$ cat config.mk
export PLATFORM = sky130hd
export DESIGN_NAME = colorkey_run_length_line_encoder_top
export DESIGN_NICKNAME = d
export VERILOG_FILES = /design/src/rtl/ckrle_pkg.sv /design/src/rtl/colorkey_run_length_line_encoder_top.sv /design/src/rtl/ckrle_dpath.sv /design/src/rtl/ckrle_ctrl.sv
export SDC_FILE = /design/constraint.sdc
export NUM_CORES = 2
export LEC_CHECK = 0
export BUFFER_PORTS_ARGS = -buffer_cell sky130_fd_sc_hd__buf_2
export CAP_MARGIN = 20
export CORE_MARGIN = 1.5
export CORE_UTILIZATION = 55
export DETAILED_ROUTE_END_ITERATION = 7
export GPL_ROUTABILITY_DRIVEN = 1
export PLACE_DENSITY = 0.73
export SLEW_MARGIN = 10
export SYNTH_ARGS = -nofsm -noshare
export SYNTH_HDL_FRONTEND = slang
export SYNTH_SLANG_ARGS = --single-unit
$ cat constraint.sdc
create_clock -name clk -period 20.2 [get_ports clk]
set_input_delay 0 -clock clk [delete_from_list [all_inputs] [get_ports clk]]
set_output_delay 0 -clock clk [all_outputs]
set_load 0.02 [all_outputs]
$ cat src/rtl/ckrle_pkg.sv
// shared types and constants for the color-keyed run-length line encoder
// no dependencies; imported by every module of the block
`default_nettype none

package ckrle_pkg;

    // field and position widths
    localparam int PIX_W     = 8;
    localparam int POS_W     = 10;
    localparam int CFG_IDX_W = 1;

    // parameter defaults
    localparam int DEF_LINE_MAX    = 255;
    localparam int DEF_STORE_DEPTH = 512;

    // configuration register reset values
    localparam logic [PIX_W-1:0] KEY_RESET   = 8'hFF;
    localparam logic [PIX_W-1:0] WIDTH_RESET = 8'd255;

    // configuration register indexes
    localparam logic [CFG_IDX_W-1:0] REG_COLOR_KEY  = 1'b0;
    localparam logic [CFG_IDX_W-1:0] REG_LINE_WIDTH = 1'b1;

    // input mode codes
    localparam logic MODE_PUSH = 1'b0;
    localparam logic MODE_READ = 1'b1;

    // datapath operations issued by the controller
    typedef enum logic [3:0] {
        OP_NONE,
        OP_KEY,       // transparent pixel accepted
        OP_GAP,       // opaque pixel after a gap: write gap count, open a set
        OP_PIX_IN,    // opaque pixel inside a run, taken from the input beat
        OP_PIX_HELD,  // opaque pixel held from the accept cycle
        OP_CNT,       // close the open set at line end
        OP_HDR,       // write the set count, mark the line ready
        OP_RD,        // read the next encoded byte from the store
        OP_OUT        // move the read byte into the output register
    } op_t;

    typedef enum logic [2:0] {
        ST_IDLE,
        ST_PIX,
        ST_CNT,
        ST_HDR,
        ST_OUT
    } st_t;

    typedef struct packed {
        op_t op;
    } ckrle_cmd_t;

    typedef struct packed {
        logic line_ready;  // an encoded line waits to be drained
        logic in_clear;    // last pixel seen was transparent
        logic is_key;      // input pixel matches the color key
        logic end_next;    // line ends with the pixel now offered
        logic line_end;    // pixel count has reached the line width
        logic out_free;    // output register can take a beat this cycle
    } ckrle_stat_t;

endpackage

`default_nettype wire

$ cat src/rtl/colorkey_run_length_line_encoder_top.sv
// top level of the color-keyed run-length line encoder
// depends on ckrle_pkg, ckrle_ctrl and ckrle_dpath
`default_nettype none

// one scanline of 8-bit palette pixels goes in as push beats (mode 0) and is
// encoded into an internal line store: a leading set-count byte, then per set
// a transparent count, an opaque count and the opaque pixel bytes; trailing
// transparent pixels are dropped, an all-transparent line is the single byte 0.
// once the line_width-th pixel is in, the line is drained with read beats
// (mode 1), one encoded byte per beat, last_byte marking the final one, after
// which the encoder starts the next line. push beats while a line waits, and
// read beats with no line waiting, are taken and dropped with no result.
// timing: the line store is a single-port memory, one access a cycle. a
// transparent pixel or an opaque one inside a run needs at most one store
// write; an opaque pixel that opens a run writes the gap count and then the
// pixel, and the last pixel of a line also closes the open set, if any, and
// writes the header. a read beat does a store read, then an output register
// load, which waits while out_stall holds the output register. in_stall is
// high while a beat is being worked on. color_key and line_width are to be
// written through the cfg port only while the block is idle; the block does
// not enforce this. line_width 0 acts as 1, above LINE_MAX as LINE_MAX.

module colorkey_run_length_line_encoder_top
    import ckrle_pkg::*;
#(
    parameter int LINE_MAX    = DEF_LINE_MAX,
    parameter int STORE_DEPTH = DEF_STORE_DEPTH
)
(
    input  wire logic                 clk,
    input  wire logic                 rst_n,
    // configuration write port
    input  wire logic                 cfg_write,
    input  wire logic [CFG_IDX_W-1:0] cfg_index,
    input  wire logic [PIX_W-1:0]     cfg_data,
    // input channel
    input  wire logic                 in_valid,
    output logic                      in_stall,
    input  wire logic                 mode,
    input  wire logic [PIX_W-1:0]     pixel,
    // output channel
    output logic                      out_valid,
    input  wire logic                 out_stall,
    output logic [PIX_W-1:0]          out_byte,
    output logic                      last_byte
);

    ckrle_cmd_t  cmd;
    ckrle_stat_t stat;

    // sequencer: decides the store operations for each accepted beat
    ckrle_ctrl u_ctrl (
        .clk      (clk),
        .rst_n    (rst_n),
        .in_valid (in_valid),
        .mode     (mode),
        .stat     (stat),
        .in_stall (in_stall),
        .cmd      (cmd)
    );

    // run counters, line store and output register
    ckrle_dpath #(
        .LINE_MAX    (LINE_MAX),
        .STORE_DEPTH (STORE_DEPTH)
    ) u_dpath (
        .clk       (clk),
        .rst_n     (rst_n),
        .cfg_write (cfg_write),
        .cfg_index (cfg_index),
        .cfg_data  (cfg_data),
        .pixel     (pixel),
        .out_stall (out_stall),
        .cmd       (cmd),
        .stat      (stat),
        .out_valid (out_valid),
        .out_byte  (out_byte),
        .last_byte (last_byte)
    );

endmodule

`default_nettype wire

$ cat src/rtl/ckrle_dpath.sv
// datapath: configuration registers, run counters, line store and output register
// depends on ckrle_pkg; driven by ckrle_ctrl through ckrle_cmd_t
`default_nettype none

module ckrle_dpath
    import ckrle_pkg::*;
#(
    parameter int LINE_MAX    = DEF_LINE_MAX,
    parameter int STORE_DEPTH = DEF_STORE_DEPTH
)
(
    input  wire logic                 clk,
    input  wire logic                 rst_n,
    input  wire logic                 cfg_write,
    input  wire logic [CFG_IDX_W-1:0] cfg_index,
    input  wire logic [PIX_W-1:0]     cfg_data,
    input  wire logic [PIX_W-1:0]     pixel,
    input  wire logic                 out_stall,
    input  wire ckrle_cmd_t           cmd,
    output ckrle_stat_t               stat,
    output logic                      out_valid,
    output logic [PIX_W-1:0]          out_byte,
    output logic                      last_byte
);

    localparam int AW = $clog2(STORE_DEPTH);
    localparam logic [PIX_W-1:0] LMAX = PIX_W'(LINE_MAX);
    localparam logic [POS_W:0]   DEPTH_LIM = (POS_W+1)'(STORE_DEPTH);

    logic [PIX_W-1:0] mem [STORE_DEPTH];

    logic [PIX_W-1:0] color_key_reg, color_key_next;
    logic [PIX_W-1:0] line_width_reg, line_width_next;
    logic [POS_W-1:0] write_pos_reg, write_pos_next;
    logic [POS_W-1:0] count_slot_reg, count_slot_next;
    logic [POS_W-1:0] read_pos_reg, read_pos_next;
    logic [PIX_W-1:0] opaque_run_reg, opaque_run_next;
    logic [PIX_W-1:0] clear_run_reg, clear_run_next;
    logic [PIX_W-1:0] set_total_reg, set_total_next;
    logic [PIX_W-1:0] column_reg, column_next;
    logic             in_clear_reg, in_clear_next;
    logic             line_ready_reg, line_ready_next;
    logic             out_valid_reg, out_valid_next;
    logic [PIX_W-1:0] pix_hold_reg;
    logic [PIX_W-1:0] rdata_reg;
    logic             last_pend_reg;
    logic [PIX_W-1:0] out_byte_reg;
    logic             last_byte_reg;

    logic [PIX_W-1:0] eff_width;
    logic [PIX_W-1:0] column_inc;
    logic [POS_W-1:0] append_addr;
    logic             read_last;
    logic             mem_we;
    logic [POS_W-1:0] mem_waddr;
    logic [PIX_W-1:0] mem_wdata;

    // clamp the configured width into 1..LINE_MAX
    always_comb
    begin
        if (line_width_reg == '0)
            eff_width = PIX_W'(1);
        else if (line_width_reg > LMAX)
            eff_width = LMAX;
        else
            eff_width = line_width_reg;
    end

    assign column_inc  = column_reg + PIX_W'(1);
    assign append_addr = write_pos_reg + POS_W'(1);
    assign read_last   = (read_pos_reg >= write_pos_reg);

    assign stat.line_ready = line_ready_reg;
    assign stat.in_clear   = in_clear_reg;
    assign stat.is_key     = (pixel == color_key_reg);
    assign stat.end_next   = (column_inc >= eff_width);
    assign stat.line_end   = (column_reg >= eff_width);
    assign stat.out_free   = !out_valid_reg || !out_stall;

    // configuration writes
    always_comb
    begin
        color_key_next  = color_key_reg;
        line_width_next = line_width_reg;
        if (cfg_write)
        begin
            unique case (cfg_index)
                REG_COLOR_KEY:  color_key_next  = cfg_data;
                REG_LINE_WIDTH: line_width_next = cfg_data;
                default: ;
            endcase
        end
    end

    // store write port selection
    always_comb
    begin
        mem_we    = 1'b0;
        mem_waddr = append_addr;
        mem_wdata = pixel;
        unique case (cmd.op)
            OP_KEY:
            begin
                mem_we    = !in_clear_reg;
                mem_waddr = count_slot_reg;
                mem_wdata = opaque_run_reg;
            end
            OP_GAP:
            begin
                mem_we    = 1'b1;
                mem_wdata = clear_run_reg;
            end
            OP_PIX_IN:
            begin
                mem_we = 1'b1;
            end
            OP_PIX_HELD:
            begin
                mem_we    = 1'b1;
                mem_wdata = pix_hold_reg;
            end
            OP_CNT:
            begin
                mem_we    = 1'b1;
                mem_waddr = count_slot_reg;
                mem_wdata = opaque_run_reg;
            end
            OP_HDR:
            begin
                mem_we    = 1'b1;
                mem_waddr = '0;
                mem_wdata = set_total_reg;
            end
            default: ;
        endcase
    end

    // encoder state update
    always_comb
    begin
        write_pos_next  = write_pos_reg;
        count_slot_next = count_slot_reg;
        read_pos_next   = read_pos_reg;
        opaque_run_next = opaque_run_reg;
        clear_run_next  = clear_run_reg;
        set_total_next  = set_total_reg;
        column_next     = column_reg;
        in_clear_next   = in_clear_reg;
        line_ready_next = line_ready_reg;
        out_valid_next  = out_valid_reg && out_stall;

        unique case (cmd.op)
            OP_KEY:
            begin
                if (!in_clear_reg)
                begin
                    set_total_next  = set_total_reg + PIX_W'(1);
                    opaque_run_next = '0;
                    in_clear_next   = 1'b1;
                end
                clear_run_next = clear_run_reg + PIX_W'(1);
                column_next    = column_inc;
            end
            OP_GAP:
            begin
                clear_run_next  = '0;
                count_slot_next = write_pos_reg + POS_W'(2);
                write_pos_next  = write_pos_reg + POS_W'(2);
                in_clear_next   = 1'b0;
                column_next     = column_inc;
            end
            OP_PIX_IN:
            begin
                write_pos_next  = append_addr;
                opaque_run_next = opaque_run_reg + PIX_W'(1);
                column_next     = column_inc;
            end
            OP_PIX_HELD:
            begin
                write_pos_next  = append_addr;
                opaque_run_next = opaque_run_reg + PIX_W'(1);
            end
            OP_CNT:
            begin
                set_total_next = set_total_reg + PIX_W'(1);
            end
            OP_HDR:
            begin
                line_ready_next = 1'b1;
                read_pos_next   = '0;
            end
            OP_RD:
            begin
                read_pos_next = read_pos_reg + POS_W'(1);
                // final byte: get ready for the next line
                if (read_last)
                begin
                    write_pos_next  = '0;
                    count_slot_next = '0;
                    read_pos_next   = '0;
                    opaque_run_next = '0;
                    clear_run_next  = '0;
                    set_total_next  = '0;
                    column_next     = '0;
                    in_clear_next   = 1'b1;
                    line_ready_next = 1'b0;
                end
            end
            OP_OUT:
            begin
                out_valid_next = 1'b1;
            end
            default: ;
        endcase
    end

    always_ff @(posedge clk or negedge rst_n)
    begin
        if (!rst_n)
        begin
            color_key_reg  <= KEY_RESET;
            line_width_reg <= WIDTH_RESET;
            write_pos_reg  <= '0;
            count_slot_reg <= '0;
            read_pos_reg   <= '0;
            opaque_run_reg <= '0;
            clear_run_reg  <= '0;
            set_total_reg  <= '0;
            column_reg     <= '0;
            in_clear_reg   <= 1'b1;
            line_ready_reg <= 1'b0;
            out_valid_reg  <= 1'b0;
        end
        else
        begin
            color_key_reg  <= color_key_next;
            line_width_reg <= line_width_next;
            write_pos_reg  <= write_pos_next;
            count_slot_reg <= count_slot_next;
            read_pos_reg   <= read_pos_next;
            opaque_run_reg <= opaque_run_next;
            clear_run_reg  <= clear_run_next;
            set_total_reg  <= set_total_next;
            column_reg     <= column_next;
            in_clear_reg   <= in_clear_next;
            line_ready_reg <= line_ready_next;
            out_valid_reg  <= out_valid_next;
        end
    end

    // payload registers
    always_ff @(posedge clk)
    begin
        if (cmd.op == OP_GAP)
            pix_hold_reg <= pixel;
        if (cmd.op == OP_RD)
            last_pend_reg <= read_last;
        if (cmd.op == OP_OUT)
        begin
            out_byte_reg  <= rdata_reg;
            last_byte_reg <= last_pend_reg;
        end
    end

    // single-port line store
    always_ff @(posedge clk)
    begin
        if (mem_we && ({1'b0, mem_waddr} < DEPTH_LIM))
            mem[mem_waddr[AW-1:0]] <= mem_wdata;
        else if (cmd.op == OP_RD)
            rdata_reg <= mem[read_pos_reg[AW-1:0]];
    end

    assign out_valid = out_valid_reg;
    assign out_byte  = out_byte_reg;
    assign last_byte = last_byte_reg;

endmodule

`default_nettype wire

$ cat src/rtl/ckrle_ctrl.sv
// controller: sequences store writes per pixel and the read-out of encoded bytes
// depends on ckrle_pkg; commands ckrle_dpath
`default_nettype none

module ckrle_ctrl
    import ckrle_pkg::*;
(
    input  wire logic        clk,
    input  wire logic        rst_n,
    input  wire logic        in_valid,
    input  wire logic        mode,
    input  wire ckrle_stat_t stat,
    output logic             in_stall,
    output ckrle_cmd_t       cmd
);

    st_t state_reg, state_next;

    // next state
    always_comb
    begin
        state_next = state_reg;
        unique case (state_reg)
            ST_IDLE:
            begin
                if (in_valid)
                begin
                    if (mode == MODE_PUSH)
                    begin
                        if (!stat.line_ready)
                        begin
                            if (stat.is_key)
                                state_next = stat.end_next ? ST_HDR : ST_IDLE;
                            else if (stat.in_clear)
                                state_next = ST_PIX;
                            else
                                state_next = stat.end_next ? ST_CNT : ST_IDLE;
                        end
                    end
                    else if (stat.line_ready)
                        state_next = ST_OUT;
                end
            end
            ST_PIX:  state_next = stat.line_end ? ST_CNT : ST_IDLE;
            ST_CNT:  state_next = ST_HDR;
            ST_HDR:  state_next = ST_IDLE;
            ST_OUT:  state_next = stat.out_free ? ST_IDLE : ST_OUT;
            default: state_next = ST_IDLE;
        endcase
    end

    // outputs
    always_comb
    begin
        cmd.op   = OP_NONE;
        in_stall = (state_reg != ST_IDLE);
        unique case (state_reg)
            ST_IDLE:
            begin
                if (in_valid)
                begin
                    if (mode == MODE_PUSH)
                    begin
                        if (!stat.line_ready)
                        begin
                            if (stat.is_key)
                                cmd.op = OP_KEY;
                            else if (stat.in_clear)
                                cmd.op = OP_GAP;
                            else
                                cmd.op = OP_PIX_IN;
                        end
                    end
                    else if (stat.line_ready)
                        cmd.op = OP_RD;
                end
            end
            ST_PIX:  cmd.op = OP_PIX_HELD;
            ST_CNT:  cmd.op = OP_CNT;
            ST_HDR:  cmd.op = OP_HDR;
            ST_OUT:  cmd.op = stat.out_free ? OP_OUT : OP_NONE;
            default: cmd.op = OP_NONE;
        endcase
    end

    always_ff @(posedge clk or negedge rst_n)
    begin
        if (!rst_n)
            state_reg <= ST_IDLE;
        else
            state_reg <= state_next;
    end

endmodule

`default_nettype wire
==> flow_summary.toml <==
[outcome]
status = "finished, final reports clean"

[route]
remaining_drc_errors = 0
viasPerCell = 6.784
vias = 87360
antenna_left = 0
initialDrtViolationCount = 13080
wirelength_um = 424600
post_drt_wl_per_cell_um = 32.97
drt_pre_antenna_iters = 6

[floorplan]
dieArea_um2 = 305100
initial_core_util_pct = 55.33
rows = 201
dieHeight_um = 552.4
core_area_um2 = 300000
ios = 34
die_w_um = 552.4

[clock_tree]
cts_tree = "done"
clock-sinks = 4206
htree_levels = 5
postCtsHoldBufs = 45
cts_setup_buffers = 0
cts_made_buffers = 407
insertion_delay_ns = 0.94
clockBufferDepth = 4
clkTransAtPathRegs_ns = 0.06
cts_root_buf = "clkbuf_16"
cts_resized = 0

[synth]
yosys_warnings = 0
synth_cell_types = 80
synth_nets = 8085
ys.flop_type = "edfxtp_1"
async_reset_ff_share_pct = 1.997
synth-seq-cells = 4206
syn_area_um2 = 166000
synthCells = 8029
syn_avg_cell_area_um2 = 20.67
synth-edff-count = 4122
ys_seq_area_share_pct = 75.85

[cells_and_area]
layout_common_cells = "edfxtp_1 (4122), mux4_2 (968), nor3_1 (511), buf_4 (493), mux2i_1 (421)"
ff_latch_area_um2 = 125900
nets = 8634
largest_reg_flops = 4096
fillerInstances = 19560
final_common_cell = "edfxtp_1"
multi_input_area_um2 = 37860
drive_gt1_share_pct = 27.10
utilization_pct = 62.56
areaGrowthSynthToFinish_pct = 13.07

[sta]
timing.final.hold_violations = 0
drv_slew = 0
fin_crit_ns = 7.040
relSlewSlack_pct = 6.894
fmax_mhz = 142.0
finalSetupViolCount = 0
final.setup_skew_ns = 0.05989
rsz0062_at_grt = "false"
tns_ns = 0
fin_crit_sh_pct = 34.85
hold_slack_ns = 0.1274
worst_pin_slew_ns = 1.397

[grt]
grt_pass1_vias = 87410
overflow = 0
grt_first_pass_wirelength_um = 613800
antenna_found_initial = 21
grt_max_degree = 250
grt_use_total_pct = 27.69

[power_and_ir_drop]
p_leak_nw = 59.01
power-per-cell-area_nw_per_um2 = 140.5
max-vdd-ir-drop_mv = 0.1968

[run]
max_cap_violations = 0

[place]
io_buffer_count = 33
place_congestion = 0.8637
dp_hpwl_um = 247100

[min_path]
hp-class = "in -> async"

[setup_path]
end_kind = "flip-flop"
r2r_setup_slack_ns = 13.16
rr_startpoint = "u_dpath.read_pos_reg[0]"
crit_type = "reg -> reg"
start_kind = "flip-flop"
r2r-end = "u_dpath.rdata_reg[1]"
rr_worst_depth = 14
cp.required_ns = 20.87
critPathMaxFanout = 38
worstPathArrival_ns = 7.71
## cell usage after synthesis (33+ instances only)
library cell	n	share of area, %
nand3_1	57	0.17
a31oi_1	44	0.17
ha_1	33	0.25
a21oi_1	101	0.30
nand2_1	153	0.35
o21ai_0	131	0.39
a22oi_1	42	0.19
o22ai_1	87	0.33
buf_4	84	0.38
mux2_2	34	0.23
inv_1	33	0.075
buf_1	42	0.095
nor3_1	578	1.7
edfxtp_1	4122	75
mux2i_1	421	2.5
buf_2	201	0.61
dfrtp_1	67	1.0
clkbuf_1	208	0.47
a211oi_1	53	0.24
o221ai_1	71	0.37
nor2_1	118	0.27
mux4_2	968	13
buf_6	38	0.26
## worst max-delay path, cell delays in order, from the launching register on
cell and delay [ns]:
dfrtp_4 0.86, buf_4 0.54, buf_4 0.67, buf_4 0.75
buf_4 0.69, buf_4 0.63, mux4_2 0.60, mux2i_1 0.19
nor2_1 0.08, a2111oi_1 0.39, buf_4 0.19, nor3_1 0.11
o21ai_1 0.23, nor4b_2 0.60, nor3_1 0.11
## power by group
group	switching [W]	leakage, nW	internal [W]	total, W
sequential	0.000114	38.2	0.0113	0.0114
clock	0.00321	6.55	0.00449	0.00770
combinational	0.00483	14.3	0.00238	0.00721
## cell families after synthesis
group	after synthesis	synth area share, %
flip-flops	4206	75.85
multiplexers	1423	15.90
AND/OR/NAND/NOR	1006	2.937
AO/OA/AOI/OAI	712	2.958
buffers and inverters	607	1.886
XOR/XNOR	42	0.2216
adder cells (fa/ha/maj)	33	0.2487
## worst max-delay path by stage
stage,startpoint,end,slack (ns),cells after the start
floorplan,u_dpath.color_key_reg[5],u_dpath.mem[0][3],1.92,9
global placement,u_dpath.read_pos_reg[0],u_dpath.rdata_reg[1],12.52,14
detailed placement,u_dpath.read_pos_reg[0],u_dpath.rdata_reg[1],12.95,14
CTS,u_dpath.read_pos_reg[0],u_dpath.rdata_reg[1],12.91,14
global route,u_dpath.read_pos_reg[0],u_dpath.rdata_reg[1],12.53,14
finish,u_dpath.read_pos_reg[0],u_dpath.rdata_reg[1],13.16,14
## area by class of cell
type / count / area share [%]
Clock buffer: 503 / 5.753
Timing Repair Buffer: 713 / 2.851
Sequential cell: 4206 / 67.09
Antenna cell: 17 / 0.02266
Inverter: 34 / 0.06933
Multi-Input combinational cell: 3216 / 20.17
Clock inverter: 231 / 1.404
Tap cell: 3958 / 2.638
## through the flow
stage                     worst slack [ns]  instances  cell area [um2]  total power (W)
after CTS                            12.91      12850           187500          0.02637
after detailed placement             12.95      12070           173600          0.01876
final                                13.16      12880           187700          0.02636
after floorplan                      1.919       8029           166000          0.01730
after global routing                 12.53      12870           187700          0.02708
after global placement               12.52      11850           172000          0.01855
## routing by layer
layer  track usage (%)  routed length [um]  share of wire (%)
met2             43.30              201700                 47
met3             6.269               48950                 12
met1             38.21              155800                 37
met5                 0                  86              0.020
met4             11.06               18110                4.3
(Power assumes the default switching activity.)
